<file path="config.mk">
export PLATFORM = sky130hd
export DESIGN_NAME = sorted_list_insert_remove_top_flat
export DESIGN_NICKNAME = d
export VERILOG_FILES = /design/src/rtl/core/sli_pkg.sv /design/src/rtl/core/sli_if.sv /design/src/rtl/core/sli_cell.sv /design/src/rtl/core/sli_out_buf.sv /design/src/rtl/core/sorted_list_insert_remove_top.sv /design/src/flat_wrapper.sv
export SDC_FILE = /design/constraint.sdc
export NUM_CORES = 2
export LEC_CHECK = 0
export ABC_CLOCK_PERIOD_IN_PS = 5900
export BUFFER_PORTS_ARGS = -buffer_cell sky130_fd_sc_hd__buf_2
export CAP_MARGIN = 5
export CORE_MARGIN = 10
export CORE_UTILIZATION = 53
export CTS_CLUSTER_SIZE = 40
export DETAILED_ROUTE_END_ITERATION = 8
export PLACE_DENSITY = 0.78
export SLEW_MARGIN = 15
export SYNTH_ARGS = -nofsm -noshare
export SYNTH_HDL_FRONTEND = slang
export SYNTH_SLANG_ARGS = --single-unit
</file>
<file path="constraint.sdc">
create_clock -name clk_i -period 5.9 [get_ports clk_i]
set_input_delay 0.59 -clock clk_i [delete_from_list [all_inputs] [get_ports clk_i]]
set_output_delay 0.59 -clock clk_i [all_outputs]
set_load 0.005 [all_outputs]
</file>
<file path="src/rtl/core/sli_pkg.sv">
// ----------------------------------------------------------------------------
// sli_pkg: shared types for the sorted list block
// Command and status codes, cell operations and the result word layout.
// ----------------------------------------------------------------------------
package sli_pkg;

  localparam int unsigned ValueW  = 32;
  localparam int unsigned CountW  = 5;
  localparam int unsigned StatusW = 3;
  localparam int unsigned CmdW    = 2;

  typedef enum logic [CmdW-1:0] {
    CMD_INSERT = 2'd0,
    CMD_REMOVE = 2'd1,
    CMD_DUMP   = 2'd2,
    CMD_NOP    = 2'd3
  } sli_cmd_e;

  typedef enum logic [StatusW-1:0] {
    ST_DONE     = 3'd0,
    ST_FULL     = 3'd1,
    ST_NOTFOUND = 3'd2,
    ST_ENTRY    = 3'd3,
    ST_EMPTY    = 3'd4
  } sli_status_e;

  typedef enum logic [2:0] {
    CELL_HOLD,
    CELL_CMP,
    CELL_INSERT,
    CELL_REMOVE,
    CELL_ROTATE
  } sli_cell_op_e;

  typedef struct packed {
    sli_cell_op_e             op;
    logic signed [ValueW-1:0] key;
  } sli_cell_ctrl_t;

  typedef struct packed {
    logic [StatusW-1:0]       status;
    logic signed [ValueW-1:0] entry;
    logic [CountW-1:0]        count;
    logic                     last;
  } sli_result_t;

endpackage

</file>
<file path="src/rtl/core/sli_if.sv">
// ----------------------------------------------------------------------------
// sli_in_if / sli_out_if: valid/ready channels of the sorted list block
// Command channel into the block and result channel out of it.
// ----------------------------------------------------------------------------
interface sli_in_if;
  logic              valid;
  logic              ready;
  logic [1:0]        cmd;
  logic signed [31:0] value;

  modport source (output valid, output cmd, output value, input ready);
  modport sink   (input valid, input cmd, input value, output ready);
endinterface

interface sli_out_if;
  logic               valid;
  logic               ready;
  logic [2:0]         status;
  logic signed [31:0] entry;
  logic [4:0]         count;
  logic               last;

  modport source (output valid, output status, output entry, output count,
                  output last, input ready);
  modport sink   (input valid, input status, input entry, input count,
                  input last, output ready);
endinterface

</file>
<file path="src/rtl/core/sli_cell.sv">
// ----------------------------------------------------------------------------
// sli_cell: one slot of the sorted list
// Holds one value, compares it with the key and takes a neighbor's value.
// ----------------------------------------------------------------------------
module sli_cell
  import sli_pkg::*;
#(
  parameter int unsigned CntW = 5,
  parameter int unsigned Idx  = 0
) (
  input  logic                     clk_i,
  input  logic                     rst_ni,
  input  sli_cell_ctrl_t           ctrl_i,
  input  logic [CntW-1:0]          used_i,
  input  logic                     lt_left_c_i,
  input  logic                     lt_left_q_i,
  input  logic signed [ValueW-1:0] left_val_i,
  input  logic signed [ValueW-1:0] right_val_i,
  input  logic signed [ValueW-1:0] head_val_i,
  output logic signed [ValueW-1:0] val_o,
  output logic                     lt_c_o,
  output logic                     lt_q_o,
  output logic                     hit_q_o
);

  localparam logic [CntW-1:0] IdxC  = CntW'(Idx);
  localparam logic [CntW-1:0] IdxP1 = CntW'(Idx + 1);

  logic signed [ValueW-1:0] val_q, val_d;
  logic                     lt_q, hit_q;
  logic                     valid, wrap;

  assign valid  = IdxC < used_i;
  assign wrap   = IdxP1 == used_i;
  assign lt_c_o = valid && (val_q < ctrl_i.key);

  always_comb begin
    val_d = val_q;
    case (ctrl_i.op)
      CELL_INSERT: begin
        // keep the smaller prefix, place the key at the boundary, shift the rest right
        if (!lt_q) begin
          val_d = lt_left_q_i ? ctrl_i.key : left_val_i;
        end
      end
      CELL_REMOVE: begin
        if (!lt_q) begin
          val_d = right_val_i;
        end
      end
      CELL_ROTATE: begin
        val_d = wrap ? head_val_i : right_val_i;
      end
      default: begin
        val_d = val_q;
      end
    endcase
  end

  always_ff @(posedge clk_i) begin
    val_q <= val_d;
  end

  always_ff @(posedge clk_i or negedge rst_ni) begin
    if (!rst_ni) begin
      lt_q  <= 1'b0;
      hit_q <= 1'b0;
    end else if (ctrl_i.op == CELL_CMP) begin
      lt_q  <= lt_c_o;
      hit_q <= valid && (val_q == ctrl_i.key) && lt_left_c_i;
    end
  end

  assign val_o   = val_q;
  assign lt_q_o  = lt_q;
  assign hit_q_o = hit_q;

endmodule

</file>
<file path="src/rtl/core/sli_out_buf.sv">
// ----------------------------------------------------------------------------
// sli_out_buf: result output register
// Holds one result word until the sink takes it.
// ----------------------------------------------------------------------------
module sli_out_buf
  import sli_pkg::*;
(
  input  logic        clk_i,
  input  logic        rst_ni,
  input  logic        load_i,
  input  sli_result_t res_i,
  output logic        can_load_o,
  sli_out_if.source   out_o
);

  logic        valid_q;
  sli_result_t res_q;

  assign can_load_o = !valid_q || out_o.ready;

  always_ff @(posedge clk_i or negedge rst_ni) begin
    if (!rst_ni) begin
      valid_q <= 1'b0;
    end else if (can_load_o) begin
      valid_q <= load_i;
    end
  end

  always_ff @(posedge clk_i) begin
    if (can_load_o && load_i) begin
      res_q <= res_i;
    end
  end

  assign out_o.valid  = valid_q;
  assign out_o.status = res_q.status;
  assign out_o.entry  = res_q.entry;
  assign out_o.count  = res_q.count;
  assign out_o.last   = res_q.last;

endmodule

</file>
<file path="src/rtl/core/sorted_list_insert_remove_top.sv">
// ----------------------------------------------------------------------------
// sorted_list_insert_remove_top: bounded sorted list of signed words
// Insert, remove-first-equal and dump over a row of compare-and-shift cells.
// ----------------------------------------------------------------------------
// Insert, remove, no-op and empty-dump results pass S_CMP and S_UPD into the output
//   buffer; S_UPD waits while it cannot load. No new command is taken until S_IDLE;
//   a non-empty dump sends one entry word per cycle from S_DUMP while the buffer can load.
// The compare cycle registers every cell's flags; the update cycle shifts.
// Reset: list empties at once (count zero); cell values are not cleared.
module sorted_list_insert_remove_top
  import sli_pkg::*;
#(
  parameter int unsigned DEPTH = 16
) (
  input  logic      clk_i,
  input  logic      rst_ni,
  sli_in_if.sink    in_i,
  sli_out_if.source out_o
);

  localparam int unsigned CntW = $clog2(DEPTH + 1);
  localparam logic [CntW-1:0] DepthC = CntW'(DEPTH);

  typedef enum logic [1:0] {
    S_IDLE,
    S_CMP,
    S_UPD,
    S_DUMP
  } state_e;

  state_e          state_q;
  sli_cmd_e        cmd_q;
  logic signed [ValueW-1:0] key_q;
  logic [CntW-1:0] used_q;
  logic [CntW-1:0] idx_q;

  // cell row
  logic signed [ValueW-1:0] vals [DEPTH];
  logic [DEPTH-1:0]         lt_c, lt_q, hit_q;
  sli_cell_ctrl_t           cell_ctrl;

  logic        full, found, can_load, out_load, dump_last;
  logic [CntW-1:0] idx_p1;
  logic [CntW+CountW-1:0] used_ext;
  sli_result_t res;

  assign full      = used_q == DepthC;
  assign found     = |hit_q;
  assign idx_p1    = idx_q + 1'b1;
  assign dump_last = idx_p1 == used_q;

  for (genvar g = 0; g < DEPTH; g++) begin : g_cell
    logic                     lt_left_c, lt_left_q;
    logic signed [ValueW-1:0] left_val, right_val;

    if (g == 0) begin : g_head
      // the head cell sees an imaginary smaller neighbor
      assign lt_left_c = 1'b1;
      assign lt_left_q = 1'b1;
      assign left_val  = vals[0];
    end else begin : g_body
      assign lt_left_c = lt_c[g-1];
      assign lt_left_q = lt_q[g-1];
      assign left_val  = vals[g-1];
    end

    if (g == DEPTH - 1) begin : g_tail
      assign right_val = vals[g];
    end else begin : g_inner
      assign right_val = vals[g+1];
    end

    sli_cell #(
      .CntW (CntW),
      .Idx  (g)
    ) u_cell (
      .clk_i       (clk_i),
      .rst_ni      (rst_ni),
      .ctrl_i      (cell_ctrl),
      .used_i      (used_q),
      .lt_left_c_i (lt_left_c),
      .lt_left_q_i (lt_left_q),
      .left_val_i  (left_val),
      .right_val_i (right_val),
      .head_val_i  (vals[0]),
      .val_o       (vals[g]),
      .lt_c_o      (lt_c[g]),
      .lt_q_o      (lt_q[g]),
      .hit_q_o     (hit_q[g])
    );
  end

  // Drive the cell row: compare in S_CMP, apply the shift when the result
  // word can go out, rotate the row left once per dumped entry.
  always_comb begin
    cell_ctrl.key = key_q;
    cell_ctrl.op  = CELL_HOLD;
    case (state_q)
      S_CMP: begin
        cell_ctrl.op = CELL_CMP;
      end
      S_UPD: begin
        if (can_load && cmd_q == CMD_INSERT && !full) begin
          cell_ctrl.op = CELL_INSERT;
        end else if (can_load && cmd_q == CMD_REMOVE && found) begin
          cell_ctrl.op = CELL_REMOVE;
        end
      end
      S_DUMP: begin
        if (can_load) begin
          cell_ctrl.op = CELL_ROTATE;
        end
      end
      default: begin
        cell_ctrl.op = CELL_HOLD;
      end
    endcase
  end

  // Result word; count reports the list size after the operation.
  always_comb begin
    logic [CntW-1:0] used_new;
    used_new   = used_q;
    res.status = ST_DONE;
    res.entry  = '0;
    res.last   = 1'b1;
    if (state_q == S_DUMP) begin
      res.status = ST_ENTRY;
      res.entry  = vals[0];
      res.last   = dump_last;
    end else begin
      case (cmd_q)
        CMD_INSERT: begin
          if (full) begin
            res.status = ST_FULL;
          end else begin
            used_new = used_q + 1'b1;
          end
        end
        CMD_REMOVE: begin
          if (found) begin
            used_new = used_q - 1'b1;
          end else begin
            res.status = ST_NOTFOUND;
          end
        end
        CMD_DUMP: begin
          res.status = ST_EMPTY;
        end
        default: begin
          res.status = ST_DONE;
        end
      endcase
    end
    used_ext  = (CntW + CountW)'(used_new);
    res.count = used_ext[CountW-1:0];
  end

  // A non-empty dump leaves S_UPD without a word and goes on to S_DUMP.
  assign out_load = can_load &&
                    ((state_q == S_DUMP) ||
                     (state_q == S_UPD && !(cmd_q == CMD_DUMP && used_q != '0)));

  always_ff @(posedge clk_i or negedge rst_ni) begin
    if (!rst_ni) begin
      state_q <= S_IDLE;
      cmd_q   <= CMD_NOP;
      key_q   <= '0;
      used_q  <= '0;
      idx_q   <= '0;
    end else begin
      case (state_q)
        S_IDLE: begin
          if (in_i.valid) begin
            cmd_q   <= sli_cmd_e'(in_i.cmd);
            key_q   <= in_i.value;
            state_q <= S_CMP;
          end
        end
        S_CMP: begin
          state_q <= S_UPD;
        end
        S_UPD: begin
          idx_q <= '0;
          if (cmd_q == CMD_DUMP && used_q != '0) begin
            state_q <= S_DUMP;
          end else if (can_load) begin
            used_q  <= used_ext[CntW-1:0];
            state_q <= S_IDLE;
          end
        end
        S_DUMP: begin
          if (can_load) begin
            idx_q <= idx_p1;
            if (dump_last) begin
              state_q <= S_IDLE;
            end
          end
        end
        default: begin
          state_q <= S_IDLE;
        end
      endcase
    end
  end

  assign in_i.ready = state_q == S_IDLE;

  sli_out_buf u_out_buf (
    .clk_i      (clk_i),
    .rst_ni     (rst_ni),
    .load_i     (out_load),
    .res_i      (res),
    .can_load_o (can_load),
    .out_o      (out_o)
  );

endmodule
</file>
<file path="src/flat_wrapper.sv">
// flat-port wrapper written by rule: the top's interface ports become plain ports
module sorted_list_insert_remove_top_flat import sli_pkg::*;
#(
  parameter int unsigned DEPTH = 16
)
  (clk_i, rst_ni, in_i_valid, in_i_cmd, in_i_value, in_i_ready, out_o_valid, out_o_status, out_o_entry, out_o_count, out_o_last, out_o_ready);
  sli_in_if in_i_i ();
  sli_out_if out_o_i ();
  input  logic clk_i;
  input  logic rst_ni;
  input wire logic [$bits(in_i_i.valid)-1:0] in_i_valid;
  input wire logic [$bits(in_i_i.cmd)-1:0] in_i_cmd;
  input wire logic [$bits(in_i_i.value)-1:0] in_i_value;
  output wire logic [$bits(in_i_i.ready)-1:0] in_i_ready;
  output wire logic [$bits(out_o_i.valid)-1:0] out_o_valid;
  output wire logic [$bits(out_o_i.status)-1:0] out_o_status;
  output wire logic [$bits(out_o_i.entry)-1:0] out_o_entry;
  output wire logic [$bits(out_o_i.count)-1:0] out_o_count;
  output wire logic [$bits(out_o_i.last)-1:0] out_o_last;
  input wire logic [$bits(out_o_i.ready)-1:0] out_o_ready;
  assign in_i_i.valid = in_i_valid;
  assign in_i_i.cmd = in_i_cmd;
  assign in_i_i.value = in_i_value;
  assign in_i_ready = in_i_i.ready;
  assign out_o_valid = out_o_i.valid;
  assign out_o_status = out_o_i.status;
  assign out_o_entry = out_o_i.entry;
  assign out_o_count = out_o_i.count;
  assign out_o_last = out_o_i.last;
  assign out_o_i.ready = out_o_ready;
  sorted_list_insert_remove_top #(.DEPTH(DEPTH)) u_core (.clk_i(clk_i), .rst_ni(rst_ni), .in_i(in_i_i), .out_o(out_o_i));
endmodule
</file>
==> results.cfg <==
[timing]
finClkSkew_ns = 0.0360
tightest_slew_ns = 1.20
slew_violations = 0
fmax_mhz = 222
setup_tns_ns = 0
min_period_ns = 4.50
relSlewSlack_pct = 18.8
min_period_over_period_pct = 76.3
rsz0062_at_grt = false
setup_viol = 0
finalHoldViolations = 0

[clock_network]
clockBufferDepth = 3
post_cts_buffers = 0
cts_resized = 0
root_buffer = clkbuf_16
cts_buffers = 70
clkLatencyLatePin_ns = 0.63
cts_tree = yes
cts_hold_buf = 1
htreeDepth = 3
path_clk_slew_ns = 0.06
cts.sinks = 632

[flow_run]
max_cap_violations = 0

[synthesis]
async_reset_ff_share_pct = 12.5
syn_inst = 4192
yosys_warnings = 0
syn_nets = 4748
yosysUniqueCellTypes = 74
ys_ff_latch = 632
avgSynthCellArea_um2 = 10.6
synth_edf_count = 553
synth.top_cell.area_share_pct = 37.2
yosysSeqAreaShare_pct = 41.7
synth_area_um2 = 44600
synth_top_area_cell = edfxtp_1
synth_ff_type = edfxtp_1
synth.area.top_cells = edfxtp_1, ha_1, mux2i_1

[detailed_routing]
firstDrtPassIters = 6
ant_nets = 0
viasPerCell = 7.03
wl_um = 140000
drtIter0Drc = 4772
num_vias = 36800
drcViolationCount = 0
wl_per_cell_um = 26.6

[power]
ir_drop_mv = 0.387
switching_share_pct = 44.4
pwr-share-seq_pct = 34.0
p_int_w = 0.0147
switching_power_w = 0.0118
p_leak_nw = 18.3
powerDensity_nw_per_um2 = 550
clockPowerShare_pct = 17.4
p_comb_share_pct = 48.6

[finish]
finish.utilization_pct = 57.7
nNetsFinal = 4654
syn_to_final_growth_pct = 8.08
fillers = 6906
final_cell_mix = edfxtp_1, ha_1, o21ai_0
layout_commonest_cell = edfxtp_1
antenna_cells = 0
drive_gt1_share_pct = 8.66

[die]
initial_utilization_pct = 53.4
dieArea_um2 = 96200
die_x_um = 310
core_um2 = 83600
die_h_um = 310
fp-row-count = 106
ios = 81

[critical_path]
cp.required_ns = 6.27
cp_data_arrival_time_ns = 4.87
path_cells = inv_1 > ha_1 > nand3_2 > and2_4 > or3_1 > nand2_8 > buf_4 > nor2_1 > a221o_1
worst-path-max-fanout = 134
critical_path_buf_inv_count = 2
worstSetupPathType = reg2reg
critPathTopFamily = simple AND/OR/NAND/NOR gates
slowest_stage = nand2_8
critPathCaptureType = register
cp_slowest_stage_delay_ns = 0.84
startpoint_type = register

[placed_design]
io_buffers = 80
gp_congestion = 0.937
post-dp-hpwl_um = 103000

[global_route]
grt_overflow = 0
antenna_found_initial = 1
grt_first_pass_wirelength_um = 214000
grt_pass1_vias = 36300
gr-usage-all-layers_pct = 28.1
grt_start_max_net_pins = 135

[outcome]
outcome = finished clean

[min_path]
hp-class = in2reg
[power groups by stage]
stage | clock, W | sequential [W] | combinational [W]
floorplan | 0 | 0.00792 | 0.00936
global placement | 0 | 0.00894 | 0.0119
detailed placement | 0 | 0.00895 | 0.0125
CTS | 0.00463 | 0.00888 | 0.0126
global route | 0.00479 | 0.00911 | 0.0141
finish | 0.00461 | 0.00900 | 0.0129
[flip-flops by register name, summed over array words and instances, names as in the netlist]
signal and count:
u_core.g_cell.u_cell.val_o 512, u_core.key_q 32, u_core.u_out_buf.out_o.entry 32, u_core.g_cell.u_cell.hit_q_o 16
u_core.g_cell.u_cell.lt_q_o 16, u_core.idx_q 5, u_core.u_out_buf.out_o.count 5, u_core.used_q 5
u_core.u_out_buf.out_o.status 3, u_core.cmd_q 2, u_core.state_q 2, u_core.u_out_buf.out_o.last 1
u_core.u_out_buf.out_o.valid 1
[worst min-delay path, delay by kind of cell]
| family | cells | cell delay, ns |
|---|---|---|
| AO/OA/AOI/OAI | 1 | 0.05 |
| buffers and inverters | 1 | 0.07 |
| AND/OR/NAND/NOR | 1 | 0.03 |
[cells in the mapped netlist (34+ instances only)]
cell type / number
o21bai_1: 34
nand2_1: 201
nand4_1: 113
o21ai_1: 57
edfxtp_1: 553
a21oi_1: 190
a22oi_1: 417
nor2_1: 104
a21o_1: 83
buf_4: 41
inv_1: 66
a221o_1: 37
and3_1: 72
clkbuf_1: 242
mux2i_1: 483
o21ai_0: 524
ha_1: 518
dfrtp_1: 77
[worst paths after layout]
kind / startpoint / endpoint / slack, ns / cells after the start
worst max-delay path: u_core.used_q[1] / u_core.g_cell[2].u_cell.val_o[18] / 1.40 / 9
worst min-delay path: in_i_value[7] / u_core.key_q[7] / 0.16 / 3
worst max register to register: u_core.used_q[1] / u_core.g_cell[2].u_cell.val_o[18] / 1.40 / 9
worst min register to register: u_core.g_cell[8].u_cell.hit_q_o / u_core.g_cell[8].u_cell.hit_q_o / 0.50 / 1
max in group asynchronous: rst_ni / u_core.g_cell[14].u_cell.lt_q_o / 4.21 / 3
min in group asynchronous: rst_ni / u_core.key_q[6] / 0.37 / 2
[stage by stage]
step | hold slack, ns | instances | total power, W | cell area (um^2) | setup WS [ns]
global route | 0.179 | 5236 | 0.0280 | 48200 | 1.29
floorplan | 0.294 | 4192 | 0.0173 | 44600 | 1.63
detailed placement | 0.477 | 5104 | 0.0215 | 45800 | 1.47
finish | 0.163 | 5236 | 0.0265 | 48200 | 1.40
CTS | 0.149 | 5235 | 0.0261 | 48200 | 1.43
global placement | 0.470 | 5104 | 0.0209 | 45800 | 1.49
[cell type report]
type                            instances  area [um^2]  area share (%)
Clock buffer                           92         1950            4.05
Clock inverter                         38          402           0.833
Inverter                               66          248           0.514
Multi-Input combinational cell       3151        24500            50.7
Sequential cell                       632        18600            38.6
Tap cell                             1080         1350            2.80
Timing Repair Buffer                  177         1200            2.50
[per-layer routing]
layer	GRT usage, %	up-vias	wire length (um)
met5	0	-	13
met4	14.5	2	7350
met3	4.26	376	13500
met2	45.3	2297	64000
met1	36.4	17900	54700
li1	-	16300	-
[cells by family (layout without fill, tap and decap cells)]
group	after synthesis	count (layout)	share of synthesized area, %
multiplexers	488	488	11.0
adder cells (fa/ha/maj)	518	518	14.5
AO/OA/AOI/OAI	1481	1481	21.0
XOR/XNOR	21	21	0.412
flip-flops	632	632	41.7
buffers and inverters	409	373	4.14
AND/OR/NAND/NOR	643	643	7.29
(Power assumes the default switching activity.)
